`config.mk`:
```
export PLATFORM = sky130hd
export DESIGN_NAME = srsm_mac
export DESIGN_NICKNAME = d
export VERILOG_FILES = /design/src/rtl/srsm_pkg.sv /design/src/rtl/srsm_mac.sv
export SDC_FILE = /design/constraint.sdc
export NUM_CORES = 2
export LEC_CHECK = 0
export BUFFER_PORTS_ARGS = -buffer_cell sky130_fd_sc_hd__buf_2
export CAP_MARGIN = 20
export CELL_PAD_IN_SITES_DETAIL_PLACEMENT = 1
export CELL_PAD_IN_SITES_GLOBAL_PLACEMENT = 1
export CORE_MARGIN = 4
export CORE_UTILIZATION = 35
export CTS_CLUSTER_SIZE = 28
export DETAILED_ROUTE_END_ITERATION = 6
export PLACE_DENSITY = 0.61
export SLEW_MARGIN = 10
export SYNTH_ARGS = -nofsm -noshare
export SYNTH_HDL_FRONTEND = slang
export SYNTH_SLANG_ARGS = --single-unit
```
`constraint.sdc`:
```
create_clock -name clk -period 14.3 [get_ports clk]
set_clock_uncertainty 0.1 [all_clocks]
set_input_delay 1.43 -clock clk [delete_from_list [all_inputs] [get_ports clk]]
set_output_delay 1.43 -clock clk [all_outputs]
set_load 0.05 [all_outputs]
```
`src/rtl/srsm_pkg.sv`:
```
`timescale 1ns / 1ps
`default_nettype none

package srsm_pkg;

  // Vector store geometry (depth must be a power of two)
  localparam int VEC_DEPTH = 1024;
  localparam int VEC_AW    = $clog2(VEC_DEPTH);

  // Result queue geometry
  localparam int OUT_DEPTH = 8;
  localparam int OUT_AW    = $clog2(OUT_DEPTH);

  // Item operation codes
  localparam logic OP_LOAD   = 1'b0;
  localparam logic OP_MATRIX = 1'b1;

  // Register indexes on the configuration port
  localparam logic REG_ROW_FIRST = 1'b0;
  localparam logic REG_ROW_COUNT = 1'b1;

  // Saturation limits
  localparam logic signed [63:0] ACC_MAX = {1'b0, {63{1'b1}}};
  localparam logic signed [63:0] ACC_MIN = {1'b1, {63{1'b0}}};
  localparam logic signed [31:0] Q16_MAX = {1'b0, {31{1'b1}}};
  localparam logic signed [31:0] Q16_MIN = {1'b1, {31{1'b0}}};

  // Accepted item as registered alongside the vector store read
  typedef struct packed {
    logic               valid;
    logic               mac;
    logic [15:0]        row;
    logic               row_end;
    logic signed [31:0] value;
  } srsm_mac_in_t;

  // One finished row
  typedef struct packed {
    logic [15:0]        row;
    logic signed [31:0] dot;
  } srsm_result_t;

endpackage

`default_nettype wire

```
`src/rtl/srsm_mac.sv`:
```
`timescale 1ns / 1ps
`default_nettype none

module srsm_mac (
  input  wire logic                   clk,
  input  wire logic                   rst,
  input  wire srsm_pkg::srsm_mac_in_t s1,
  input  wire logic signed [31:0]     vec_data,
  output logic                        res_valid,
  output srsm_pkg::srsm_result_t      res,
  output logic [1:0]                  inflight
);

  // Product stage
  logic               p_valid;
  logic               p_mac;
  logic               p_row_end;
  logic [15:0]        p_row;
  logic signed [63:0] p_prod;

  // Accumulator and finished-row stage
  logic signed [63:0] acc;
  logic signed [63:0] acc_next;
  logic signed [63:0] sum_raw;
  logic signed [63:0] sum_sat;
  logic               sum_ovf;
  logic               fin_valid;
  logic [15:0]        fin_row;
  logic signed [63:0] fin_sum;
  logic               fin_in_range;

  // Multiply the entry by the vector element
  always_ff @(posedge clk) begin
    if (rst) begin
      p_valid <= 1'b0;
    end else begin
      p_valid <= s1.valid;
    end
    p_mac     <= s1.mac;
    p_row_end <= s1.row_end;
    p_row     <= s1.row;
    p_prod    <= s1.value * vec_data;
  end

  // Saturating add into the accumulator
  always_comb begin
    sum_raw = acc + p_prod;
    sum_ovf = (acc[63] == p_prod[63]) && (sum_raw[63] != acc[63]);
    sum_sat = sum_ovf ? (acc[63] ? srsm_pkg::ACC_MIN : srsm_pkg::ACC_MAX) : sum_raw;
    acc_next = acc;
    if (p_valid && p_mac) begin
      acc_next = p_row_end ? 64'sd0 : sum_sat;
    end
  end

  always_ff @(posedge clk) begin
    if (rst) begin
      acc       <= 64'sd0;
      fin_valid <= 1'b0;
    end else begin
      acc       <= acc_next;
      fin_valid <= p_valid && p_mac && p_row_end;
    end
    fin_row <= p_row;
    fin_sum <= sum_sat;
  end

  // Convert Q32.32 to Q16.16 with saturation
  assign fin_in_range = (fin_sum[63:47] == {17{1'b0}}) || (fin_sum[63:47] == {17{1'b1}});

  always_comb begin
    res.row = fin_row;
    if (fin_in_range) begin
      res.dot = fin_sum[47:16];
    end else begin
      res.dot = fin_sum[63] ? srsm_pkg::Q16_MIN : srsm_pkg::Q16_MAX;
    end
  end

  assign res_valid = fin_valid;

  // Count stages that will yield a result
  assign inflight = 2'(s1.valid && s1.mac && s1.row_end)
                  + 2'(p_valid && p_mac && p_row_end)
                  + 2'(fin_valid);

  // Accumulator clears after a row ends
  a_acc_clear: assert property (@(posedge clk) disable iff (rst)
    (p_valid && p_mac && p_row_end) |=> (acc == 64'sd0))
    else $error("accumulator not cleared after row end");

endmodule

`default_nettype wire

```
# After elaboration in Yosys (flattened, before gate mapping)
# Index checks and enable logic that the tools add are counted.
# Widths: inputs -> output; s select.
dict set report word_totals {
  reg_bits 228
  inputBits 85
  out_inout_bits 51
  elab_cells 28
}
dict set report op_classes {
  addsub 3
  n_mul 1
  eq_ne 3
  muxes 5
  n_reduce_logical 7
}
# op count
set ops {}
lappend ops {{$mux 64} 3}
lappend ops {{$add 64x64->64} 1}
lappend ops {{$mul 32x32->64} 1}
lappend ops {{$mux 32} 2}
lappend ops {{$eq 17x17->1 const B} 1}
lappend ops {{$logic_not 17->1} 1}
lappend ops {{$logic_and 1x1->1} 5}
lappend ops {{$add 1x1->2} 1}
lappend ops {{$add 2x1->2} 1}
lappend ops {{$eq 1x1->1} 1}
lappend ops {{$logic_or 1x1->1} 1}
lappend ops {{$ne 1x1->1} 1}

# Depth between registers and ports, before layout
dict set report depth {
  depth_word 5
  mapped_depth 29
  mapped_depth_nobuf 27
}

# Worst setup path after synthesis
# Ideal clock, no wire load.
dict set report synth_path {
  path_type {input port to flip-flop}
  from {in s1[31] (netlist bit)}
  to {reg p_prod[57]}
  setup_time_ns 0.120
  arrival_time_ns 8.401
  t_required_ns 14.080
  setup_slack_ns 5.679
  path_stages 26
  path_buffers 2
  path_cell_list {clkbuf_1 nand2_1 inv_1 fa_1 fa_1 inv_1 fa_1 inv_1 fa_1 inv_1 fa_1 inv_1 fa_1 fa_1 fa_1 ha_1 clkbuf_1 a21oi_1 o31ai_1 a21o_1 a21oi_1 nor2b_1 a21o_1 a21boi_0 o21a_1 xnor2_1}
}
dict set report synth_between {
  elab_chain_len 1
}
# element line
set synth_rtl {}
lappend synth_rtl {{from (decl)} srsm_mac.sv:7} ;# input wire srsm_pkg::srsm_mac_in_t s1,
lappend synth_rtl {{$mul 32x32->64} srsm_mac.sv:42} ;# p_prod <= s1.value * vec_data;
lappend synth_rtl {{to (signal assigned)} srsm_mac.sv:42}
lappend synth_rtl {{to (decl)} srsm_mac.sv:19} ;# logic signed [63:0] p_prod;
# Every way passes these cells.
# A chain may end at the register's enable or synchronous reset.

# Final worst setup path
dict set report layout_path {
  from {in vec_data[5]}
  to {reg p_prod[57]}
}
dict set report layout_between {
  elab_chain_len 1
}
# element line
set layout_rtl {}
lappend layout_rtl {{from (decl)} srsm_mac.sv:8} ;# input wire logic signed [31:0] vec_data,
lappend layout_rtl {{$mul 32x32->64} srsm_mac.sv:42}
# Every way passes these cells.

==> run metrics <==
register area share after synthesis 0.0926; H-tree depth 1; clock sinks 212; chip height 370 um; initial drt markers 1574; Worst EP arrival 9.70 ns; Worst EP required 14.62 ns; reg2reg end acc[47]; setup TNS 0 ns; most frequent cells after synthesis 1084 x fa_1, 1058 x inv_1, 661 x nand2_1; max-slew violation count 0; final HPWL from detailed placement 113000 um; Root Driver clkbuf_16; Critical Path Source vec_data[5]; vias in the first global route 37767; period utilization 0.656; hold buffers post-CTS 0; Post-synth EDFFs 0; Hold Vio Cnt, Final 0; routed vias 33059; Mean Syn Cell Area 9.13 um^2; CTS tree done; Hold Crit Start p_row[12]; #FFs+latches synth 212; Clock Latency Late Sink 0.53 ns; Placed Area about 48000 um^2; Mapped Nets around 6400; post-layout util 0.374; DRC 0; delay-heaviest family, CP adder cells; fin nets 6347; Peak Freq 0.107 GHz; 1st-pass router iterations 7; CP startpoint kind input port; Crit Path Category in -> reg; post-CTS sizing 0; Ports 136; gpl congestion 0.846; Final WS setup 4.92 ns; Period minus WS final 9.38 ns; max-cap viol count 0; top_reg_cell synth dfxtp_1; Core Box Area 130000 um^2; worst reg-to-reg path cell count 11; first-pass GRT wire length between 200000 and 250000 um; Worst-path clk slew 0.07 ns; Gate Count Post-Synth 5021; setup bufs post-CTS 0; Synth Cell Area about 46000 um^2; Netlist cell types 78; initial antenna violation count 7; pre-CTS setup slack 4.34 ns; post-route cell area a little under 50000 um^2; synth top area cells fa_1 47%, dfxtp_1 9.3%, inv_1 8.7%; GRT Overall Usage 0.210; RSZ-0062 raised after global routing false; Die X 370 um; Worst-Margin Slew approximately 1.1 ns; row cnt 132; crit-path max cell delay approximately 0.83 ns; Routed Antenna Nets 0; total grt overflow 0; post-synth top area cell fa_1; Reg2Reg Setup Slack 10.42 ns; die area 137000 um^2; Max-Slew Margin vs Limit 0.298; DR vias/cell 4.94; Worst Path Max Fanout 32; starting density of the core 0.353; FF-to-FF Start acc[38]; largest net degree at the start of global routing 64; total stage count of the critical path 27; WL final ~140000 um; register area ~4200 um^2; most frequent cell after synthesis fa_1; area grow syn2layout 5.95%; crit path buf inv count 9; critical path endpoint category register; CTS buffer count 23; worst setup path endpoint p_prod[57]; # port buffers 135; top-area cell type share of the netlist area 0.474; Fillers 15157; Yosys warning count 0; routed length per placed instance 21.0 um; share of cells above drive strength 1 0.0449; area of the multi-input gates 36600 um^2; Clock Path Buffers 3; endpoints failing setup 0; Synth async-reset ratio 0; Hold WC Path Type reg -> reg; status complete, no violations; Slowest-stage cell, CP fa_1
-- how the worst min path moves through the flow --
stage	to	slack, ns	cells after the start
6_report	fin_row[12]	0.22	0
5_1_grt	fin_row[5]	0.24	0
4_1_cts	fin_row[6]	0.22	0
3_5_place_dp	fin_row[12]	0.21	0
3_3_place_gp	fin_row[13]	0.21	0
2_1_floorplan	fin_row[0]	0.21	0
-- metrics by stage --
step | hold WS, ns | instances
after floorplan | 0.210 | 5021
after global placement | 0.210 | 6647
after detailed placement | 0.213 | 6647
after CTS | 0.222 | 6688
after global routing | 0.236 | 6689
final | 0.222 | 6692
-- per-layer routing --
metal,vias to the layer above,GRT usage,wire length [um],share of wire
li1,14760,-,-,-
met1,17585,0.300,66800,0.47
met2,600,0.354,66100,0.47
met3,106,0.0222,6000,0.043
met4,8,0.0293,1910,0.014
met5,-,0,48,0.00034
-- placed cells by master (no fill, tap or decap), drive strengths merged, types with 5 or more instances in the layout --
cell,n
a2111oi,6
a211o,7
a211oi,15
a21boi,6
a21o,55
a21oi,150
a31oi,21
a41oi,5
and2,507
buf,153
clkbuf,28
dfxtp,212
fa,1084
ha,247
inv,1062
nand2,661
nand2b,21
nand3,18
nand4,47
nor2,168
nor2b,15
nor3,21
nor4,7
o211ai,17
o21a,19
o21ai,164
o21bai,17
o31ai,7
or2,5
or3,13
xnor2,77
xor2,50
-- logic make-up (layout without fill, tap and decap cells) --
family,Yosys count,in the layout,share of synthesized area
flops,212,212,0.0926
buf+inv,1326,1252,0.110
other cells,0,3,0
compound gates,523,523,0.0721
fa+ha+maj,1331,1331,0.541
simple gates,1500,1500,0.159
xor+xnor,127,127,0.0243
mux,2,2,0.000437
-- state kept, by name, summed over array words and instances (netlist names) --
signal	cells
p_row	16
acc	64
fin_sum	48
fin_row	16
p_prod	64
p_valid	1
res_valid	1
p_row_end	1
p_mac	1
-- layout make-up --
cell class | count | area share
diodes | 3 | 0.000155
clock buffers | 28 | 0.0124
clock inverters | 13 | 0.00356
inverters | 1058 | 0.0818
multi-input cells | 3483 | 0.753
flip-flops and latches | 212 | 0.0874
well taps | 1742 | 0.0449
repair buffers | 153 | 0.0168
Power is left out: the tool's default activity adds up to more than one toggle a clock period on the data nets, which glitch-free logic cannot reach.
