$ cat config.mk
export PLATFORM = sky130hd
export DESIGN_NAME = srsm_out_fifo
export DESIGN_NICKNAME = d
export VERILOG_FILES = /design/src/rtl/srsm_pkg.sv /design/src/rtl/srsm_out_fifo.sv
export SDC_FILE = /design/constraint.sdc
export NUM_CORES = 1
export LEC_CHECK = 0
export BUFFER_PORTS_ARGS = -buffer_cell sky130_fd_sc_hd__buf_2
export CAP_MARGIN = 20
export CORE_UTILIZATION = 60
export CTS_BUF_LIST = sky130_fd_sc_hd__clkbuf_8 sky130_fd_sc_hd__clkbuf_16
export DETAILED_ROUTE_END_ITERATION = 8
export GPL_TIMING_DRIVEN = 0
export PLACE_DENSITY_LB_ADDON = 0.08
export SYNTH_ARGS = -nofsm -noshare
export SYNTH_HDL_FRONTEND = slang
export SYNTH_SLANG_ARGS = --single-unit
export TNS_END_PERCENT = 20
$ cat constraint.sdc
create_clock -name clk -period 6.11 [get_ports clk]
set_input_delay 0.611 -clock clk [delete_from_list [all_inputs] [get_ports clk]]
set_output_delay 0.611 -clock clk [all_outputs]
set_load 0.01 [all_outputs]
$ cat src/rtl/srsm_pkg.sv
`timescale 1ns / 1ps
`default_nettype none

package srsm_pkg;

  // Vector store geometry (depth must be a power of two)
  localparam int VEC_DEPTH = 1024;
  localparam int VEC_AW    = $clog2(VEC_DEPTH);

  // Result queue geometry
  localparam int OUT_DEPTH = 8;
  localparam int OUT_AW    = $clog2(OUT_DEPTH);

  // Item operation codes
  localparam logic OP_LOAD   = 1'b0;
  localparam logic OP_MATRIX = 1'b1;

  // Register indexes on the configuration port
  localparam logic REG_ROW_FIRST = 1'b0;
  localparam logic REG_ROW_COUNT = 1'b1;

  // Saturation limits
  localparam logic signed [63:0] ACC_MAX = {1'b0, {63{1'b1}}};
  localparam logic signed [63:0] ACC_MIN = {1'b1, {63{1'b0}}};
  localparam logic signed [31:0] Q16_MAX = {1'b0, {31{1'b1}}};
  localparam logic signed [31:0] Q16_MIN = {1'b1, {31{1'b0}}};

  // Accepted item as registered alongside the vector store read
  typedef struct packed {
    logic               valid;
    logic               mac;
    logic [15:0]        row;
    logic               row_end;
    logic signed [31:0] value;
  } srsm_mac_in_t;

  // One finished row
  typedef struct packed {
    logic [15:0]        row;
    logic signed [31:0] dot;
  } srsm_result_t;

endpackage

`default_nettype wire

$ cat src/rtl/srsm_out_fifo.sv
`timescale 1ns / 1ps
`default_nettype none

module srsm_out_fifo (
  input  wire logic                         clk,
  input  wire logic                         rst,
  input  wire logic                         push,
  input  wire srsm_pkg::srsm_result_t       push_data,
  output logic                              out_valid,
  input  wire logic                         out_ready,
  output srsm_pkg::srsm_result_t            head,
  output logic [srsm_pkg::OUT_AW:0]         count
);

  srsm_pkg::srsm_result_t       slots [srsm_pkg::OUT_DEPTH];
  logic [srsm_pkg::OUT_AW-1:0]  wr_ptr;
  logic [srsm_pkg::OUT_AW-1:0]  rd_ptr;
  logic                         pop;

  assign out_valid = (count != '0);
  assign pop       = out_valid && out_ready;
  assign head      = slots[rd_ptr];

  // Store pushed results
  always_ff @(posedge clk) begin
    if (push) begin
      slots[wr_ptr] <= push_data;
    end
  end

  // Advance pointers and occupancy
  always_ff @(posedge clk) begin
    if (rst) begin
      wr_ptr <= '0;
      rd_ptr <= '0;
      count  <= '0;
    end else begin
      if (push) begin
        wr_ptr <= wr_ptr + 1'b1;
      end
      if (pop) begin
        rd_ptr <= rd_ptr + 1'b1;
      end
      count <= count + (srsm_pkg::OUT_AW+1)'(push) - (srsm_pkg::OUT_AW+1)'(pop);
    end
  end

  a_no_overflow: assert property (@(posedge clk) disable iff (rst)
    (push && !pop) |-> (count < (srsm_pkg::OUT_AW+1)'(srsm_pkg::OUT_DEPTH)))
    else $error("result queue overflow");

  a_head_stable: assert property (@(posedge clk) disable iff (rst)
    (out_valid && !out_ready) |=> (out_valid && $stable(rd_ptr)))
    else $error("result dropped while stalled");

endmodule

`default_nettype wire

After elaboration in Yosys (flattened, before gate mapping)
Memory sizes are Yosys's and may differ from the RTL's. A register that Yosys moved wholly into a read port is not among the register bits. Index checks and enable logic that the tools add are counted. W data, S select, Z words.

Memories kept: 1. RAM bits: 384. Register bits after elaboration: 10. Bits in latches: 0. Bits in read-only memories: 0. Input port bits: 52. Word-level logic and storage cells: 14.

Memories: slots (depth 8, bits a word 48, rd ports 1, clocked after memory_dff 1, wr ports 1, line srsm_out_fifo.sv:15) `srsm_pkg::srsm_result_t slots [srsm_pkg::OUT_DEPTH];`.

Bitwise logic cells: 0. Reductions and logical operators: 2. Divide/modulo/power cells: 0. Multipliers: 0. Order comparisons: 0. Multiplexer cells: 4. Shift-type cells: 0. Equal/unequal tests: 0. Add/sub/neg operators: 4.

Operators by type and width (number): $add A3 B1 Y3 const B (2); $mux W3 (2); $add A4 B1 Y4 (1); $reduce_bool A4 Y1 (1); $sub A4 B1 Y4 (1); $mux W1 (2); $logic_and A1 B1 Y1 (1).

Longest topological paths before layout
Depth after elaboration: 4. Mapped depth: 11. Depth with buffers taken out: 11.

Worst setup path before layout
No wires, ideal clock.

Kind: input -> register. Start point: input port push. End point: memory slots[0][0] (netlist bit) (enable). Library setup time: 513 ps. Path slack: 1614 ps. Stages: 2. Arrival: 3983 ps. Path through: nand2b_1 nor3_1.

Longest elaborated chain between the ends: 2.

Ends and longest elaborated chain: from (decl) (line srsm_out_fifo.sv:7) `input wire logic push,`; $mux W1 (line srsm_out_fifo.sv:26) `if (push) begin`; $mux W1 (not written as such) (line srsm_out_fifo.sv:27) `slots[wr_ptr] <= push_data;`; to (decl) (line srsm_out_fifo.sv:15).

No other way between the ends.

==> tab_implementation.tex <==
\begin{tabular}{lr}
\hline
Metric & Value \\
\hline
\multicolumn{2}{l}{\textbf{Clock network}} \\
Hold buffers post-CTS & 0 \\
Number of buffers added by the clock tree synthesis step & 39 \\
Resized Gates After CTS & 0 \\
Clock tree root driver cell & clkbuf\_16 \\
Number of buffers inserted by post-CTS setup repair & 0 \\
Sink Count & around 400 \\
Skew-Pair Late Insertion Delay & 0.52 ns \\
Clock buffer depth & 3 \\
Clock tree from TritonCTS & built \\
Worst-path clk slew & 0.06 ns \\
H-tree depth & 2 \\
\multicolumn{2}{l}{\textbf{Detailed routing}} \\
DR vias & about 7,000 \\
Routed WL & 29,590 µm \\
Number of search-and-repair iterations in the first detailed-routing pass & 5 \\
Wire length per cell after detailed routing & 25.69 µm \\
Number of nets still failing antenna checks after routing & 0 \\
Number of vias per cell after detailed routing & 6.034 \\
DRC & 0 \\
First DRT Iteration DRCs & about 490 \\
\multicolumn{2}{l}{\textbf{Worst hold path}} \\
Worst hold-check path type & in -> reg \\
\multicolumn{2}{l}{\textbf{Die}} \\
Placeable core area & 24,600 µm² \\
Initial standard-cell utilization of the core & 61.96\% \\
X dimension of the die & 161.4 µm \\
Die height & 161.4 µm \\
Floorplan row count & 57 \\
Number of ports placed on the die boundary & 105 \\
Total die area & 26,050 µm² \\
\multicolumn{2}{l}{\textbf{Pwr}} \\
Internal power contribution & between 4 and 5 mW \\
Seq pwr share & 48.8\% \\
Power per cell area & approximately 360 nW/µm² \\
Switching power & 1.461 mW \\
LEAKAGE & approximately 5.9 nW \\
Combinational share of power & 16.1\% \\
Worst IR Drop VDD & between 0.2 and 0.3 mV \\
Switch share & 22.98\% \\
Clock share of power & 35.1\% \\
Total power consumption of the routed design & 6.356 mW \\
\multicolumn{2}{l}{\textbf{Worst setup path}} \\
CP Capture Type & primary output \\
Crit path launch type & flop \\
Worst Path Arrival & 2.72 ns \\
Kind of critical path & reg -> out \\
Highest fanout seen on the critical path & 10 \\
CP Buf/Inv Count & 4 \\
List of cells traversed by the critical path & clkbuf\_1 > buf\_2 > buf\_2 > mux4\_2 > mux2\_4 > buf\_2 \\
Critical Path Most Common Cell & buf\_2 \\
Req. time, crit path & 5.50 ns \\
Max incr delay on CP & 0.39 ns \\
Crit path max-delay cell type & buf\_2 \\
Top Family by Delay on Critical Path & buffers and inverters \\
\multicolumn{2}{l}{\textbf{Flow run}} \\
\# Max-Cap Violations & 0 \\
\multicolumn{2}{l}{\textbf{STA}} \\
Final worst slack & 2.781 ns \\
Final Cycle Share & between 50\% and 60\% \\
Unrepaired setup endpoints after global routing & no \\
Count of endpoints failing hold in the final timing report & 0 \\
Normalized max-slew margin & 29.46\% \\
Final slew viol count & 0 \\
Worst-Margin Slew & between 1 and 1.5 ns \\
Setup-failing EPs final & 0 \\
Shortest period the worst path allows & 3.329 ns \\
Fmax & 300.4 MHz \\
Fin Clk Skew & roughly 0.017 ns \\
\multicolumn{2}{l}{\textbf{Logic synthesis}} \\
Number of cells produced by synthesis & 631 \\
Synth Cell Area & 15,250 µm² \\
Warnings from Yosys & 0 \\
Count of flip-flops with a built-in enable after synthesis & 384 \\
Share of Yosys cell area claimed by the top area cell type & 75.63\% \\
Cell type with the highest aggregate area in the netlist & edfxtp\_1 \\
Library cells used by synthesis & 27 \\
Share of async-settable or async-resettable flops after synthesis & 0\% \\
Primary FF master, synth & edfxtp\_1 \\
Sequential-to-total area share from yosys stat & 77.34\% \\
Main area contributors after synthesis & edfxtp\_1 76\%, mux4\_2 14\%, mux2\_4 3.9\% \\
Number of flip-flops and latches in the synthesized netlist & 397 \\
Mean area per synthesized cell & 24.16 µm² \\
Synthesized netlist net count & 690 \\
\multicolumn{2}{l}{\textbf{Global routing}} \\
Via count of the first global-routing pass & between 7,000 and 8,000 \\
Global routing usage summed across all routing layers & 23.85\% \\
Antenna violations before repair & 4 \\
Global-route wire length before repair & 44,820 µm \\
Pin count of the biggest net entering global routing & 24 \\
GRT overflow & 0 \\
\multicolumn{2}{l}{\textbf{Outcome}} \\
Status & complete, no violations \\
\multicolumn{2}{l}{\textbf{Layout}} \\
Final core utilization & 72.45\% \\
Fill cell total of the finished layout & between 1,000 and 1,500 \\
Area growth, synth to finish & 16.92\% \\
Layout cell share with drive strength beyond 1 & 42.18\% \\
Net count reported at finish & 858 \\
\multicolumn{2}{l}{\textbf{Place}} \\
Routability cong. & 0.6959 \\
Post-Place Worst Slack & 3.267 ns \\
Final HPWL DP & approximately 19,000 µm \\
Number of port buffers & 104 \\
\hline
\end{tabular}
## synthesized netlist by cell type (all sizes together) (2+ instances only)
| master | instances |
|---|---|
| a21oi | 6 |
| nand3 | 3 |
| nor2 | 13 |
| buf | 18 |
| nor3 | 2 |
| xor2 | 2 |
| nand2 | 5 |
| edfxtp | 384 |
| nand2b | 4 |
| ha | 6 |
| nor2b | 2 |
| dfxtp | 13 |
| o21ai | 3 |
| mux4 | 96 |
| mux2 | 50 |
| inv | 8 |
| clkbuf | 10 |
## cell type report
class / instances / area, µm² / area share, %
clock buffer: 41 / 1026 / 5.756
clock inverter: 26 / 167.7 / 0.9406
timing repair buffer: 127 / 918.4 / 5.152
sequential: 397 / 11790 / 66.15
buffer: 28 / 209.0 / 1.172
multi-input combinational: 198 / 3271 / 18.35
tap: 324 / 405.4 / 2.274
inverter: 8 / 30.03 / 0.1685
antenna: 3 / 7.507 / 0.04211
## final timing paths
path,slack (ns),startpoint,cells after the start,endpoint
worst min register to register,0.55,rd_ptr[2],2,flop
worst max register to register,3.79,wr_ptr[2],4,slots[4][28]
worst min-delay path,0.36,push_data[1],1,slots[6][1]
worst max-delay path,2.78,flop,6,head[37]
## stage by stage
step	cell area [µm²]	TNS [ns]	hold WS, ns	instances
floorplan	15250	0	0.4799	631
global placement	16170	-189.29	0.4945	1059
detailed placement	16620	0	0.5259	1082
CTS	17820	0	0.3353	1149
global route	17820	0	0.3540	1151
finish	17830	0	0.3552	1152
## power by group through the flow
stage                     clock network [mW]  registers, mW  logic [mW]
final                                   2.23           3.10        1.03
after global routing                    2.36           3.11        1.10
after CTS                               2.26           3.10        1.04
after detailed placement                   0           3.16        1.04
after global placement                     0           3.16       0.987
after floorplan                            0           3.16       0.693
## state kept, by name, indices dropped and copies added, names as in the netlist, named ones only
register	cells
slots	384
count	4
rd_ptr	3
wr_ptr	3
## cells in the final DEF (no fill, tap or decap), drive strengths merged
master,synthesis,routed
edfxtp,384,384
buf,18,145
mux4,96,96
clkbuf,10,51
mux2,50,50
inv,8,17
dfxtp,13,13
nor2,13,13
clkinv,0,12
a21oi,6,6
ha,6,6
nand2,5,5
nand2b,4,4
diode,0,3
nand3,3,3
o21ai,3,3
clkinvlp,0,3
nor3,2,2
nor2b,2,2
xor2,2,2
bufinv,0,2
nor3b,1,1
mux2i,1,1
xnor2,1,1
or3,1,1
a31o,1,1
fa,1,1
## layer usage
layer / part of all wire, % / up-vias / track usage, %
met2: 52 / 216 / 40.83
met5: 0.027 / - / 0
met3: 5.4 / 53 / 4.289
met1: 40 / 3676 / 31.62
met4: 1.9 / 2 / 7.204
li1: - / 3004 / -
## cells by family after synthesis
family          Yosys count  share of synthesized area, %
buf+inv                  36                         1.568
mux                     147                         19.00
flops                   397                         77.34
simple gates             31                        0.9438
xor+xnor                  3                        0.1724
fa+ha+maj                 7                        0.6237
compound gates           10                        0.3529
(Power assumes the default switching activity.)
